File: src/rtl/asq_pkg.sv
package asq_pkg;

    // Configuration register indexes
    typedef logic [2:0] t_cfg_idx;

    localparam t_cfg_idx CFG_QUANT_BITS   = 3'd0;
    localparam t_cfg_idx CFG_STEP_GAIN    = 3'd1;
    localparam t_cfg_idx CFG_LEAK_FACTOR  = 3'd2;
    localparam t_cfg_idx CFG_ALPHA_WEIGHT = 3'd3;
    localparam t_cfg_idx CFG_MIN_POWER    = 3'd4;
    localparam t_cfg_idx CFG_CODE_MAX     = 3'd5;
    localparam t_cfg_idx CFG_CODE_MIN     = 3'd6;

    // Register reset values
    localparam logic [3:0]         QUANT_BITS_RST   = 4'd5;
    localparam logic [15:0]        STEP_GAIN_RST    = 16'd256;
    localparam logic [5:0]         LEAK_FACTOR_RST  = 6'd28;
    localparam logic [10:0]        ALPHA_WEIGHT_RST = 11'd1000;
    localparam logic [14:0]        MIN_POWER_RST    = 15'd10;
    localparam logic [6:0]         CODE_MAX_RST     = 7'd15;
    localparam logic signed [7:0]  CODE_MIN_RST     = -8'sd16;

    // Arithmetic constants
    localparam logic [10:0] ALPHA_ONE  = 11'd1024;   // unity smoothing weight
    localparam logic [5:0]  LEAK_ONE   = 6'd32;      // unity leak
    localparam int          POW_FRAC   = 10;         // power weight fraction bits
    localparam int          PRED_FRAC  = 5;          // leak fraction bits
    localparam logic [4:0]  STEP_SH_OFS = 5'd4;      // step shift = quant_bits + 4
    localparam int          SAT_LIMIT  = 32767;      // end-of-segment saturation
    localparam int          STEP_RST   = 1 << (16 - 5);
    localparam int          POWER_RST  = 10;

endpackage

File: src/rtl/asq_mul.sv
// Shared signed multiplier, product registered.
module asq_mul #(
    parameter int A_W = 34,
    parameter int B_W = 17
) (
    input  logic                     i_clk,
    input  logic signed [A_W-1:0]    i_a,
    input  logic signed [B_W-1:0]    i_b,
    output logic signed [A_W+B_W-1:0] o_p
);

    logic signed [A_W+B_W-1:0] r_p;

    always_ff @(posedge i_clk) begin
        r_p <= i_a * i_b;
    end

    assign o_p = r_p;

endmodule

File: src/rtl/adaptive_subband_quantizer_core.sv
// Flow: a new sample is taken only after the previous code has been handed
//   to the output register; s_tready is high only while idle. Each item
//   goes through a restoring divider (overflow check plus 9 quotient bits)
//   and five passes through one shared multiplier.
// Reset: i_rst_n synchronous, active low; registers take their reset values,
//   prediction 0, step size 2048, power 10. No clearing pass.
module adaptive_subband_quantizer_core #(
    parameter int SAMPLE_WIDTH = 16
) (
    input  logic                  i_clk,
    input  logic                  i_rst_n,
    // input stream
    input  logic                  s_tvalid,
    output logic                  s_tready,
    input  logic [((SAMPLE_WIDTH+7)/8)*8-1:0] s_tdata,  // [SAMPLE_WIDTH-1:0] sample
    input  logic                  s_tlast,   // last_of_segment
    // output stream
    output logic                  m_tvalid,
    input  logic                  m_tready,
    output logic [7:0]            m_tdata,   // [7:0] code
    // configuration write channel
    input  logic                  i_cfg_valid,
    output logic                  o_cfg_ready,
    input  logic [2:0]            i_cfg_index,
    input  logic [15:0]           i_cfg_data
);

    // ------------------------------------------------------------------
    // Widths. Power never exceeds max(2^(SW-1), 32767); step follows from
    // gain (16 bits) times power shifted down by at least 4.
    // ------------------------------------------------------------------
    localparam int SW    = SAMPLE_WIDTH;
    localparam int PWR_W = (SW > 16) ? SW : 16;
    localparam int ST_W  = PWR_W + 12;
    localparam int NUM_W = ((ST_W > 33) ? ST_W : 33) + 1;   // |diff| + half step
    localparam int DW    = NUM_W + 9;                         // shifted divisor
    localparam int MA_W  = ((ST_W + 1 > 33) ? ST_W + 1 : 33) + 1;
    localparam int MB_W  = 17;
    localparam int P_W   = MA_W + MB_W;
    localparam int ACC_W = PWR_W + 11;
    localparam int GP_W  = PWR_W + 16;

    localparam logic signed [P_W-1:0] EST_HI = P_W'((64'sd1 <<< (SW-1)) - 64'sd1);
    localparam logic signed [P_W-1:0] EST_LO = P_W'(-(64'sd1 <<< (SW-1)));
    localparam logic signed [P_W-1:0] I32_HI = P_W'(64'sd2147483647);
    localparam logic signed [P_W-1:0] I32_LO = P_W'(-64'sd2147483648);
    localparam logic signed [31:0]    SMP_HI = 32'((64'sd1 <<< (SW-1)) - 64'sd1);
    localparam logic signed [31:0]    SMP_LO = 32'(-(64'sd1 <<< (SW-1)));

    // ------------------------------------------------------------------
    // Sequencer states
    // ------------------------------------------------------------------
    localparam logic [3:0] S_IDLE = 4'd0;   // wait for a sample
    localparam logic [3:0] S_DIFF = 4'd1;   // residual, divider setup
    localparam logic [3:0] S_DIV  = 4'd2;   // restoring division, overflow check then quotient bits
    localparam logic [3:0] S_CODE = 4'd3;   // sign and clip the quotient
    localparam logic [3:0] S_EST  = 4'd4;   // mul: code * step
    localparam logic [3:0] S_EST2 = 4'd5;   // clamp reconstructed difference
    localparam logic [3:0] S_P1   = 4'd6;   // mul: alpha * power
    localparam logic [3:0] S_P2   = 4'd7;   // mul: (1024 - alpha) * |est|
    localparam logic [3:0] S_P3   = 4'd8;   // accumulate
    localparam logic [3:0] S_PW   = 4'd9;   // round, floor at min_power
    localparam logic [3:0] S_ST   = 4'd10;  // mul: gain * power
    localparam logic [3:0] S_STR  = 4'd11;  // new step; mul: (pred + est) * leak
    localparam logic [3:0] S_PRED = 4'd12;  // new prediction, segment end clamps
    localparam logic [3:0] S_OUT  = 4'd13;  // hand the code to the output register

    logic [3:0] r_state;

    // configuration
    logic [3:0]         r_qbits;
    logic [15:0]        r_gain;
    logic [5:0]         r_leak;
    logic [10:0]        r_alpha;
    logic [14:0]        r_minp;
    logic [6:0]         r_cmax;
    logic signed [7:0]  r_cmin;

    // channel state
    logic signed [31:0] r_pred;
    logic [ST_W-1:0]    r_step;
    logic [PWR_W-1:0]   r_pwr;

    // per-item working registers
    logic [SW-1:0]        r_smp;
    logic                 r_last;
    logic                 r_neg;
    logic [NUM_W-1:0]     r_rem;
    logic [DW-1:0]        r_dvs;
    logic [8:0]           r_q;
    logic                 r_ovf;
    logic [3:0]           r_cnt;
    logic signed [7:0]    r_code;
    logic signed [SW-1:0] r_est;
    logic [SW-1:0]        r_mag;
    logic signed [32:0]   r_sum;
    logic [ACC_W-1:0]     r_acc;

    // output register
    logic                 r_mvalid;
    logic [7:0]           r_mdata;

    // shared multiplier
    logic signed [MA_W-1:0] mul_a;
    logic signed [MB_W-1:0] mul_b;
    logic signed [P_W-1:0]  mul_p;

    asq_mul #(
        .A_W (MA_W),
        .B_W (MB_W)
    ) u_mul (
        .i_clk (i_clk),
        .i_a   (mul_a),
        .i_b   (mul_b),
        .o_p   (mul_p)
    );

    // ------------------------------------------------------------------
    // Datapath helpers
    // ------------------------------------------------------------------
    logic [10:0]        alpha_c;
    logic [5:0]         leak_c;
    logic signed [32:0] diff;
    logic [32:0]        diff_abs;
    logic [NUM_W-1:0]   num;
    logic               div_ge;
    logic [8:0]         qv;
    logic signed [9:0]  code_full;
    logic signed [9:0]  cmax_x;
    logic signed [9:0]  cmin_x;
    logic signed [7:0]  code_clip;
    logic signed [SW-1:0] est;
    logic [ACC_W-1:0]   pw_rnd;
    logic [PWR_W-1:0]   pw;
    logic [4:0]         st_sh;
    logic [GP_W:0]      st_sum;
    logic [GP_W:0]      st_full;
    logic [ST_W-1:0]    st;
    logic signed [P_W-1:0] pr_full;
    logic signed [31:0] pr_new;
    logic signed [31:0] pr_seg;

    assign s_tready    = (r_state == S_IDLE);
    assign o_cfg_ready = 1'b1;
    assign m_tvalid    = r_mvalid;
    assign m_tdata     = r_mdata;

    always_comb begin
        alpha_c = (r_alpha > asq_pkg::ALPHA_ONE) ? asq_pkg::ALPHA_ONE : r_alpha;
        leak_c  = (r_leak > asq_pkg::LEAK_ONE) ? asq_pkg::LEAK_ONE : r_leak;

        // residual magnitude plus half a step: rounding away from zero
        diff     = $signed({{(33-SW){r_smp[SW-1]}}, r_smp}) - $signed({r_pred[31], r_pred});
        diff_abs = diff[32] ? 33'(-diff) : 33'(diff);
        num      = {{(NUM_W-33){1'b0}}, diff_abs}
                 + {{(NUM_W-ST_W+1){1'b0}}, r_step[ST_W-1:1]};

        div_ge = ({9'd0, r_rem} >= r_dvs);

        // any quotient of 512 or more clips the same way as 511
        qv        = r_ovf ? 9'h1FF : r_q;
        code_full = r_neg ? -$signed({1'b0, qv}) : $signed({1'b0, qv});
        cmax_x    = $signed({3'b000, r_cmax});
        cmin_x    = {{2{r_cmin[7]}}, r_cmin};
        priority if (code_full > cmax_x) begin
            code_clip = $signed({1'b0, r_cmax});
        end else if (code_full < cmin_x) begin
            code_clip = r_cmin;
        end else begin
            code_clip = code_full[7:0];
        end

        // reconstructed difference, clamped to the sample range
        priority if (mul_p > EST_HI) begin
            est = EST_HI[SW-1:0];
        end else if (mul_p < EST_LO) begin
            est = EST_LO[SW-1:0];
        end else begin
            est = mul_p[SW-1:0];
        end

        // power: round by 2^10, floor at min_power
        pw_rnd = r_acc + ACC_W'(1 << (asq_pkg::POW_FRAC - 1));
        pw     = pw_rnd[PWR_W+asq_pkg::POW_FRAC-1:asq_pkg::POW_FRAC];
        if (pw < {{(PWR_W-15){1'b0}}, r_minp}) begin
            pw = {{(PWR_W-15){1'b0}}, r_minp};
        end

        // step: round by 2^(quant_bits+4), floor at 1
        st_sh   = {1'b0, r_qbits} + asq_pkg::STEP_SH_OFS;
        st_sum  = {1'b0, mul_p[GP_W-1:0]} + ((GP_W+1)'(1) << (st_sh - 5'd1));
        st_full = st_sum >> st_sh;
        st      = st_full[ST_W-1:0];
        if (st == '0) begin
            st = ST_W'(1);
        end

        // prediction: round to nearest by 2^5, ties toward plus infinity, saturate to 32 bits
        pr_full = (mul_p + P_W'(1 << (asq_pkg::PRED_FRAC - 1))) >>> asq_pkg::PRED_FRAC;
        priority if (pr_full > I32_HI) begin
            pr_new = I32_HI[31:0];
        end else if (pr_full < I32_LO) begin
            pr_new = I32_LO[31:0];
        end else begin
            pr_new = pr_full[31:0];
        end
        priority if (pr_new > SMP_HI) begin
            pr_seg = SMP_HI;
        end else if (pr_new < SMP_LO) begin
            pr_seg = SMP_LO;
        end else begin
            pr_seg = pr_new;
        end

        // multiplier operand select
        mul_a = '0;
        mul_b = '0;
        unique case (r_state)
            S_EST: begin
                mul_a = $signed({{(MA_W-ST_W){1'b0}}, r_step});
                mul_b = {{(MB_W-8){r_code[7]}}, r_code};
            end
            S_P1: begin
                mul_a = $signed({{(MA_W-PWR_W){1'b0}}, r_pwr});
                mul_b = $signed({{(MB_W-11){1'b0}}, alpha_c});
            end
            S_P2: begin
                mul_a = $signed({{(MA_W-SW){1'b0}}, r_mag});
                mul_b = $signed({{(MB_W-11){1'b0}}, 11'(asq_pkg::ALPHA_ONE - alpha_c)});
            end
            S_ST: begin
                mul_a = $signed({{(MA_W-PWR_W){1'b0}}, r_pwr});
                mul_b = $signed({1'b0, r_gain});
            end
            S_STR: begin
                mul_a = {{(MA_W-33){r_sum[32]}}, r_sum};
                mul_b = $signed({{(MB_W-6){1'b0}}, leak_c});
            end
            default: begin
                mul_a = '0;
                mul_b = '0;
            end
        endcase
    end

    // ------------------------------------------------------------------
    // Configuration registers
    // ------------------------------------------------------------------
    always_ff @(posedge i_clk) begin
        if (!i_rst_n) begin
            r_qbits <= asq_pkg::QUANT_BITS_RST;
            r_gain  <= asq_pkg::STEP_GAIN_RST;
            r_leak  <= asq_pkg::LEAK_FACTOR_RST;
            r_alpha <= asq_pkg::ALPHA_WEIGHT_RST;
            r_minp  <= asq_pkg::MIN_POWER_RST;
            r_cmax  <= asq_pkg::CODE_MAX_RST;
            r_cmin  <= asq_pkg::CODE_MIN_RST;
        end else if (i_cfg_valid) begin
            unique case (i_cfg_index)
                asq_pkg::CFG_QUANT_BITS:   r_qbits <= i_cfg_data[3:0];
                asq_pkg::CFG_STEP_GAIN:    r_gain  <= i_cfg_data;
                asq_pkg::CFG_LEAK_FACTOR:  r_leak  <= i_cfg_data[5:0];
                asq_pkg::CFG_ALPHA_WEIGHT: r_alpha <= i_cfg_data[10:0];
                asq_pkg::CFG_MIN_POWER:    r_minp  <= i_cfg_data[14:0];
                asq_pkg::CFG_CODE_MAX:     r_cmax  <= i_cfg_data[6:0];
                asq_pkg::CFG_CODE_MIN:     r_cmin  <= i_cfg_data[7:0];
                default: begin
                end
            endcase
        end
    end

    // ------------------------------------------------------------------
    // Sequencer and channel state
    // ------------------------------------------------------------------
    always_ff @(posedge i_clk) begin
        if (!i_rst_n) begin
            r_state  <= S_IDLE;
            r_pred   <= '0;
            r_step   <= ST_W'(asq_pkg::STEP_RST);
            r_pwr    <= PWR_W'(asq_pkg::POWER_RST);
            r_mvalid <= 1'b0;
            r_cnt    <= '0;
        end else begin
            // S_OUT reloads the output register itself
            if (r_mvalid && m_tready && (r_state != S_OUT)) begin
                r_mvalid <= 1'b0;
            end
            unique case (r_state)
                S_IDLE: begin
                    if (s_tvalid) begin
                        r_smp   <= s_tdata[SW-1:0];
                        r_last  <= s_tlast;
                        r_state <= S_DIFF;
                    end
                end
                S_DIFF: begin
                    r_neg   <= diff[32];
                    r_rem   <= num;
                    r_dvs   <= {{(DW-ST_W-9){1'b0}}, r_step, 9'd0};
                    r_q     <= '0;
                    r_cnt   <= '0;
                    r_state <= S_DIV;
                end
                S_DIV: begin
                    // first pass checks for a quotient of 512 or more
                    if (r_cnt == 4'd0) begin
                        r_ovf <= div_ge;
                    end else begin
                        if (div_ge) begin
                            r_rem <= r_rem - r_dvs[NUM_W-1:0];
                        end
                        r_q <= {r_q[7:0], div_ge};
                    end
                    r_dvs <= r_dvs >> 1;
                    r_cnt <= r_cnt + 4'd1;
                    if (r_cnt == 4'd9) begin
                        r_state <= S_CODE;
                    end
                end
                S_CODE: begin
                    r_code  <= code_clip;
                    r_state <= S_EST;
                end
                S_EST: begin
                    r_state <= S_EST2;
                end
                S_EST2: begin
                    r_est   <= est;
                    r_mag   <= est[SW-1] ? SW'(-est) : SW'(est);
                    r_state <= S_P1;
                end
                S_P1: begin
                    r_sum   <= $signed({r_pred[31], r_pred})
                             + $signed({{(33-SW){r_est[SW-1]}}, r_est});
                    r_state <= S_P2;
                end
                S_P2: begin
                    r_acc   <= mul_p[ACC_W-1:0];
                    r_state <= S_P3;
                end
                S_P3: begin
                    r_acc   <= r_acc + mul_p[ACC_W-1:0];
                    r_state <= S_PW;
                end
                S_PW: begin
                    r_pwr   <= pw;
                    r_state <= S_ST;
                end
                S_ST: begin
                    r_state <= S_STR;
                end
                S_STR: begin
                    r_step  <= st;
                    r_state <= S_PRED;
                end
                S_PRED: begin
                    // segment end: prediction to sample range, step and power saturate
                    if (r_last) begin
                        r_pred <= pr_seg;
                        if (r_step > ST_W'(asq_pkg::SAT_LIMIT)) begin
                            r_step <= ST_W'(asq_pkg::SAT_LIMIT);
                        end
                        if (r_pwr > PWR_W'(asq_pkg::SAT_LIMIT)) begin
                            r_pwr <= PWR_W'(asq_pkg::SAT_LIMIT);
                        end
                    end else begin
                        r_pred <= pr_new;
                    end
                    r_state <= S_OUT;
                end
                S_OUT: begin
                    if (!r_mvalid || m_tready) begin
                        r_mvalid <= 1'b1;
                        r_mdata  <= r_code;
                        r_state  <= S_IDLE;
                    end
                end
                default: begin
                    r_state <= S_IDLE;
                end
            endcase
        end
    end

endmodule
File: config.mk
export PLATFORM = sky130hd
export DESIGN_NAME = adaptive_subband_quantizer_core
export DESIGN_NICKNAME = d
export VERILOG_FILES = /design/src/rtl/asq_pkg.sv /design/src/rtl/asq_mul.sv /design/src/rtl/adaptive_subband_quantizer_core.sv
export SDC_FILE = /design/constraint.sdc
export NUM_CORES = 2
export LEC_CHECK = 0
export ABC_CLOCK_PERIOD_IN_PS = 24600
export BUFFER_PORTS_ARGS = -buffer_cell sky130_fd_sc_hd__clkbuf_2
export CORE_MARGIN = 2
export CORE_UTILIZATION = 55
export CTS_CLUSTER_DIAMETER = 150
export DETAILED_ROUTE_END_ITERATION = 16
export PLACE_DENSITY = 0.71
export SETUP_SLACK_MARGIN = 0.15
export SYNTH_ARGS = -nofsm -noshare
export SYNTH_HDL_FRONTEND = slang
export SYNTH_SLANG_ARGS = --single-unit
File: constraint.sdc
create_clock -name i_clk -period 24.6 [get_ports i_clk]
set_input_delay 1.23 -clock i_clk [delete_from_list [all_inputs] [get_ports i_clk]]
set_output_delay 1.23 -clock i_clk [all_outputs]
set_load 0.02 [all_outputs]
==> key figures <==
Drt
  – Vias per Instance: approximately 5.9
  – DRC viols: 0
  – Post-route ant nets: 0
  – Wirelength per Cell: ~20 µm
  – Number of DRC markers in iteration 0: roughly 4100
  – First-pass iteration count of the detailed router: 6
  – DR vias: 41932
  – Detailed Route WL: roughly 140000 µm

Logic synthesis
  – Sequential share of the synthesized area: 20.6%
  – Top FF cell, synth: edfxtp_1
  – Post-synth cell types: ~110
  – Mapped Cells: around 5800
  – Yosys warnings: 0
  – Synth Register Bits: a little over 400
  – EDFF count, synth: just over 200
  – Async SR Flop Fraction: 0%
  – Mean Syn Cell Area: around 8.5 µm²
  – Synth Cell Area: slightly below 50000 µm²

Worst setup path
  – CP dominant cell by count: inv_1
  – Worst Path Arrival: between 10000 and 15000 ps
  – Slowest stage cell, crit path: and2_2
  – WP buf/inv: 8
  – Data required, critical path: around 25000 ps
  – Startpoint Class: register
  – Crit path max fanout: 42
  – Crit path max-delay family: adder cells
  – WS Path Type: register to register
  – Worst Setup End Kind: register
  – CP peak stage delay: between 900 and 1000 ps

Clock tree
  – Setup Fix Bufs, Post-CTS: 0
  – Clock root buffer: clkbuf_16
  – H-Tree Depth: 2
  – CTS tree: done
  – Clk slew on worst S/H paths: around 60 ps
  – TritonCTS Buffers: 45
  – Clk_lat worst skew: approximately 630 ps
  – Max clock buf depth: 3
  – Cts hold-fix bufs: 0
  – Sink Count: just over 400
  – # resized after CTS: 0

GRT
  – Initial antenna violation count: 4
  – Vias in the first global route: 41286
  – First-pass GRT wire length: 229000 µm
  – Grt ovf: 0
  – GRT Resource Usage Total: a little under a third
  – Largest net degree at the start of global routing: 87

STA
  – RSZ-0062 raised after global routing: false
  – Worst-Margin Slew: 1150 ps
  – Fmax: 96.9 MHz
  – Number of hold violations in the final report: 0
  – Setup_tns: 0 ps
  – Skew final: around 50 ps
  – # setup viols final: 0
  – Fin. max-slew vios: 0
  – Min cycle time layout: ~10000 ps
  – Slew headroom: 22.4%
  – Fin crit share: around two fifths
  – WHS: approximately 460 ps

Finish
  – Post-layout util: about three fifths
  – Most common cell after layout, fill and taps aside: inv_1
  – Final Non-Filler Cells: approximately 7100
  – Commonest cells after routing, fill and taps aside: inv_1, nor2_1, nand2_1
  – Share of cells above drive strength 1: under 10%
  – Layout Nets: between 6000 and 7000
  – Area grow syn2layout: 6.55%

Power and ir drop
  – Maximum VDD drop: 0.111 mV
  – LEAKAGE: between 20 and 25 nW
  – Pwr/cell area: approximately 48 nW/µm²

Run status
  – Outcome: finished clean

Worst hold path
  – Worst hold path type: register to register

Floorplan
  – Initial Util: 55.3%
  – Die Height: ~300 µm
  – Die width: 304 µm
  – Core area: 89600 µm²
  – Die area: between 90000 and 100000 µm²
  – I/O pin cnt: 52
  – # rows: 110

Placed design
  – DP HPWL: 112000 µm
  – Placed cells: around 7000
  – Global placement routability congestion: around 0.96
  – IO buf count: 50

Flow run
  – Max-Cap Viols: 0
## metal layers
layer	share of wire, %	track usage, %	wire length, µm
met1	42	42.4	60500
met2	44	49.0	64000
met3	9.4	6.24	13700
met4	4.7	13.4	6820
met5	0.0090	0	13
## metrics by stage
step / power (mW) / cell area [µm²] / worst slack, ps
final: 2.55 / 52800 / 14280
after global routing: 2.73 / 52700 / 13630
after CTS: 2.56 / 52700 / 14370
after detailed placement: 1.87 / 51300 / 14480
after global placement: 1.85 / 51300 / 14700
after floorplan: 1.66 / 49800 / 15810
## synthesized netlist by cell type (14+ instances only)
cell        n  area [µm²]
nor3_1     85         425
nor4_1     28         175
a31oi_1    36         225
a211oi_1   40         300
nand4_1    65         407
nor2_1    618        2320
mux2_2     25         282
fa_1      546       10900
inv_1     919        3450
nand3_1   122         611
and3_1     47         294
buf_1      21        78.8
o22ai_1    18         113
xnor2_1   183        1600
a21boi_0   16         120
nand2b_1   61         382
a211o_1    14         123
clkbuf_1  196         736
buf_2      15        75.1
mux2i_1    57         571
a22oi_1    15         113
or3_1      40         250
and4_1     22         193
and2_1     34         213
o21ai_0   248        1240
a21oi_1   305        1530
dfxtp_1   203        4060
a21o_1     99         743
xor2_1    102         893
ha_1      339        4240
o211ai_1   29         218
o221a_2    22         248
a22o_1     22         193
or2_2      58         363
o31ai_1    33         248
nand2_1   587        2200
edfxtp_1  205        6160
o21bai_1   29         218
nor2b_1    57         357
o21a_1     38         285
## kinds of logic after synthesis
family,synth area share (%)
adders and majority gates,30.6
AOI/OAI and AO/OA,15.3
xor gates and xnor gates,5.04
DFF,20.6
buffers and inverters,8.85
and+or+nand+nor,17.4
other,0.0152
muxes,2.13
## worst register-to-register path: cells and delay by family, from the launching register on
family,cells,cell delay (ps)
AO/OA/AOI/OAI,12,2900
XOR/XNOR,1,150
adder cells (fa/ha/maj),7,3540
buffers and inverters,8,1200
flip-flops,1,440
AND/OR/NAND/NOR,5,1910
## where the power goes
group | internal (mW) | total [mW] | switching, mW
clock network | 0.382 | 0.684 | 0.302
registers | 0.770 | 0.806 | 0.0360
logic | 0.450 | 1.06 | 0.612
total | 1.60 | 2.55 | 0.950
## cell type report
| cell class | count | area [µm²] |
|---|---|---|
| flip-flops and latches | 408 | 10200 |
| fillers | 8063 | 36800 |
| well taps | 1176 | 1470 |
| repair buffers | 126 | 821 |
| inverters | 921 | 3460 |
| clock buffers | 71 | 1350 |
| multi-input cells | 4338 | 35300 |
| clock inverters | 13 | 138 |
| diodes | 3 | 7.51 |
## state kept, by name, indices dropped and copies added, names as in the netlist, 9 cells and up
signal and flops:
r_alpha 11, r_pwr 16, r_smp 16, r_step 28
r_minp 15, r_dvs 37, u_mul.o_p 51, r_q 9
r_pred 32, r_acc 26, r_gain 16, r_mag 15
r_sum 33, r_est 16, r_rem 34
## worst paths after layout
path / start / end / slack [ps] / depth (start not counted)
worst max-delay path: r_state[1]$_SDFFE_PN0P_ / u_mul.o_p[48]$_DFF_P_ / 14280 / 33
worst min-delay path: r_gain[0]$_SDFFE_PN0P_ / r_gain[0]$_SDFFE_PN0P_ / 460 / 2
worst max register to register: r_state[1]$_SDFFE_PN0P_ / u_mul.o_p[48]$_DFF_P_ / 14280 / 33
worst min register to register: r_gain[0]$_SDFFE_PN0P_ / r_gain[0]$_SDFFE_PN0P_ / 460 / 2
Note: power is estimated with default switching activity, not from simulation.
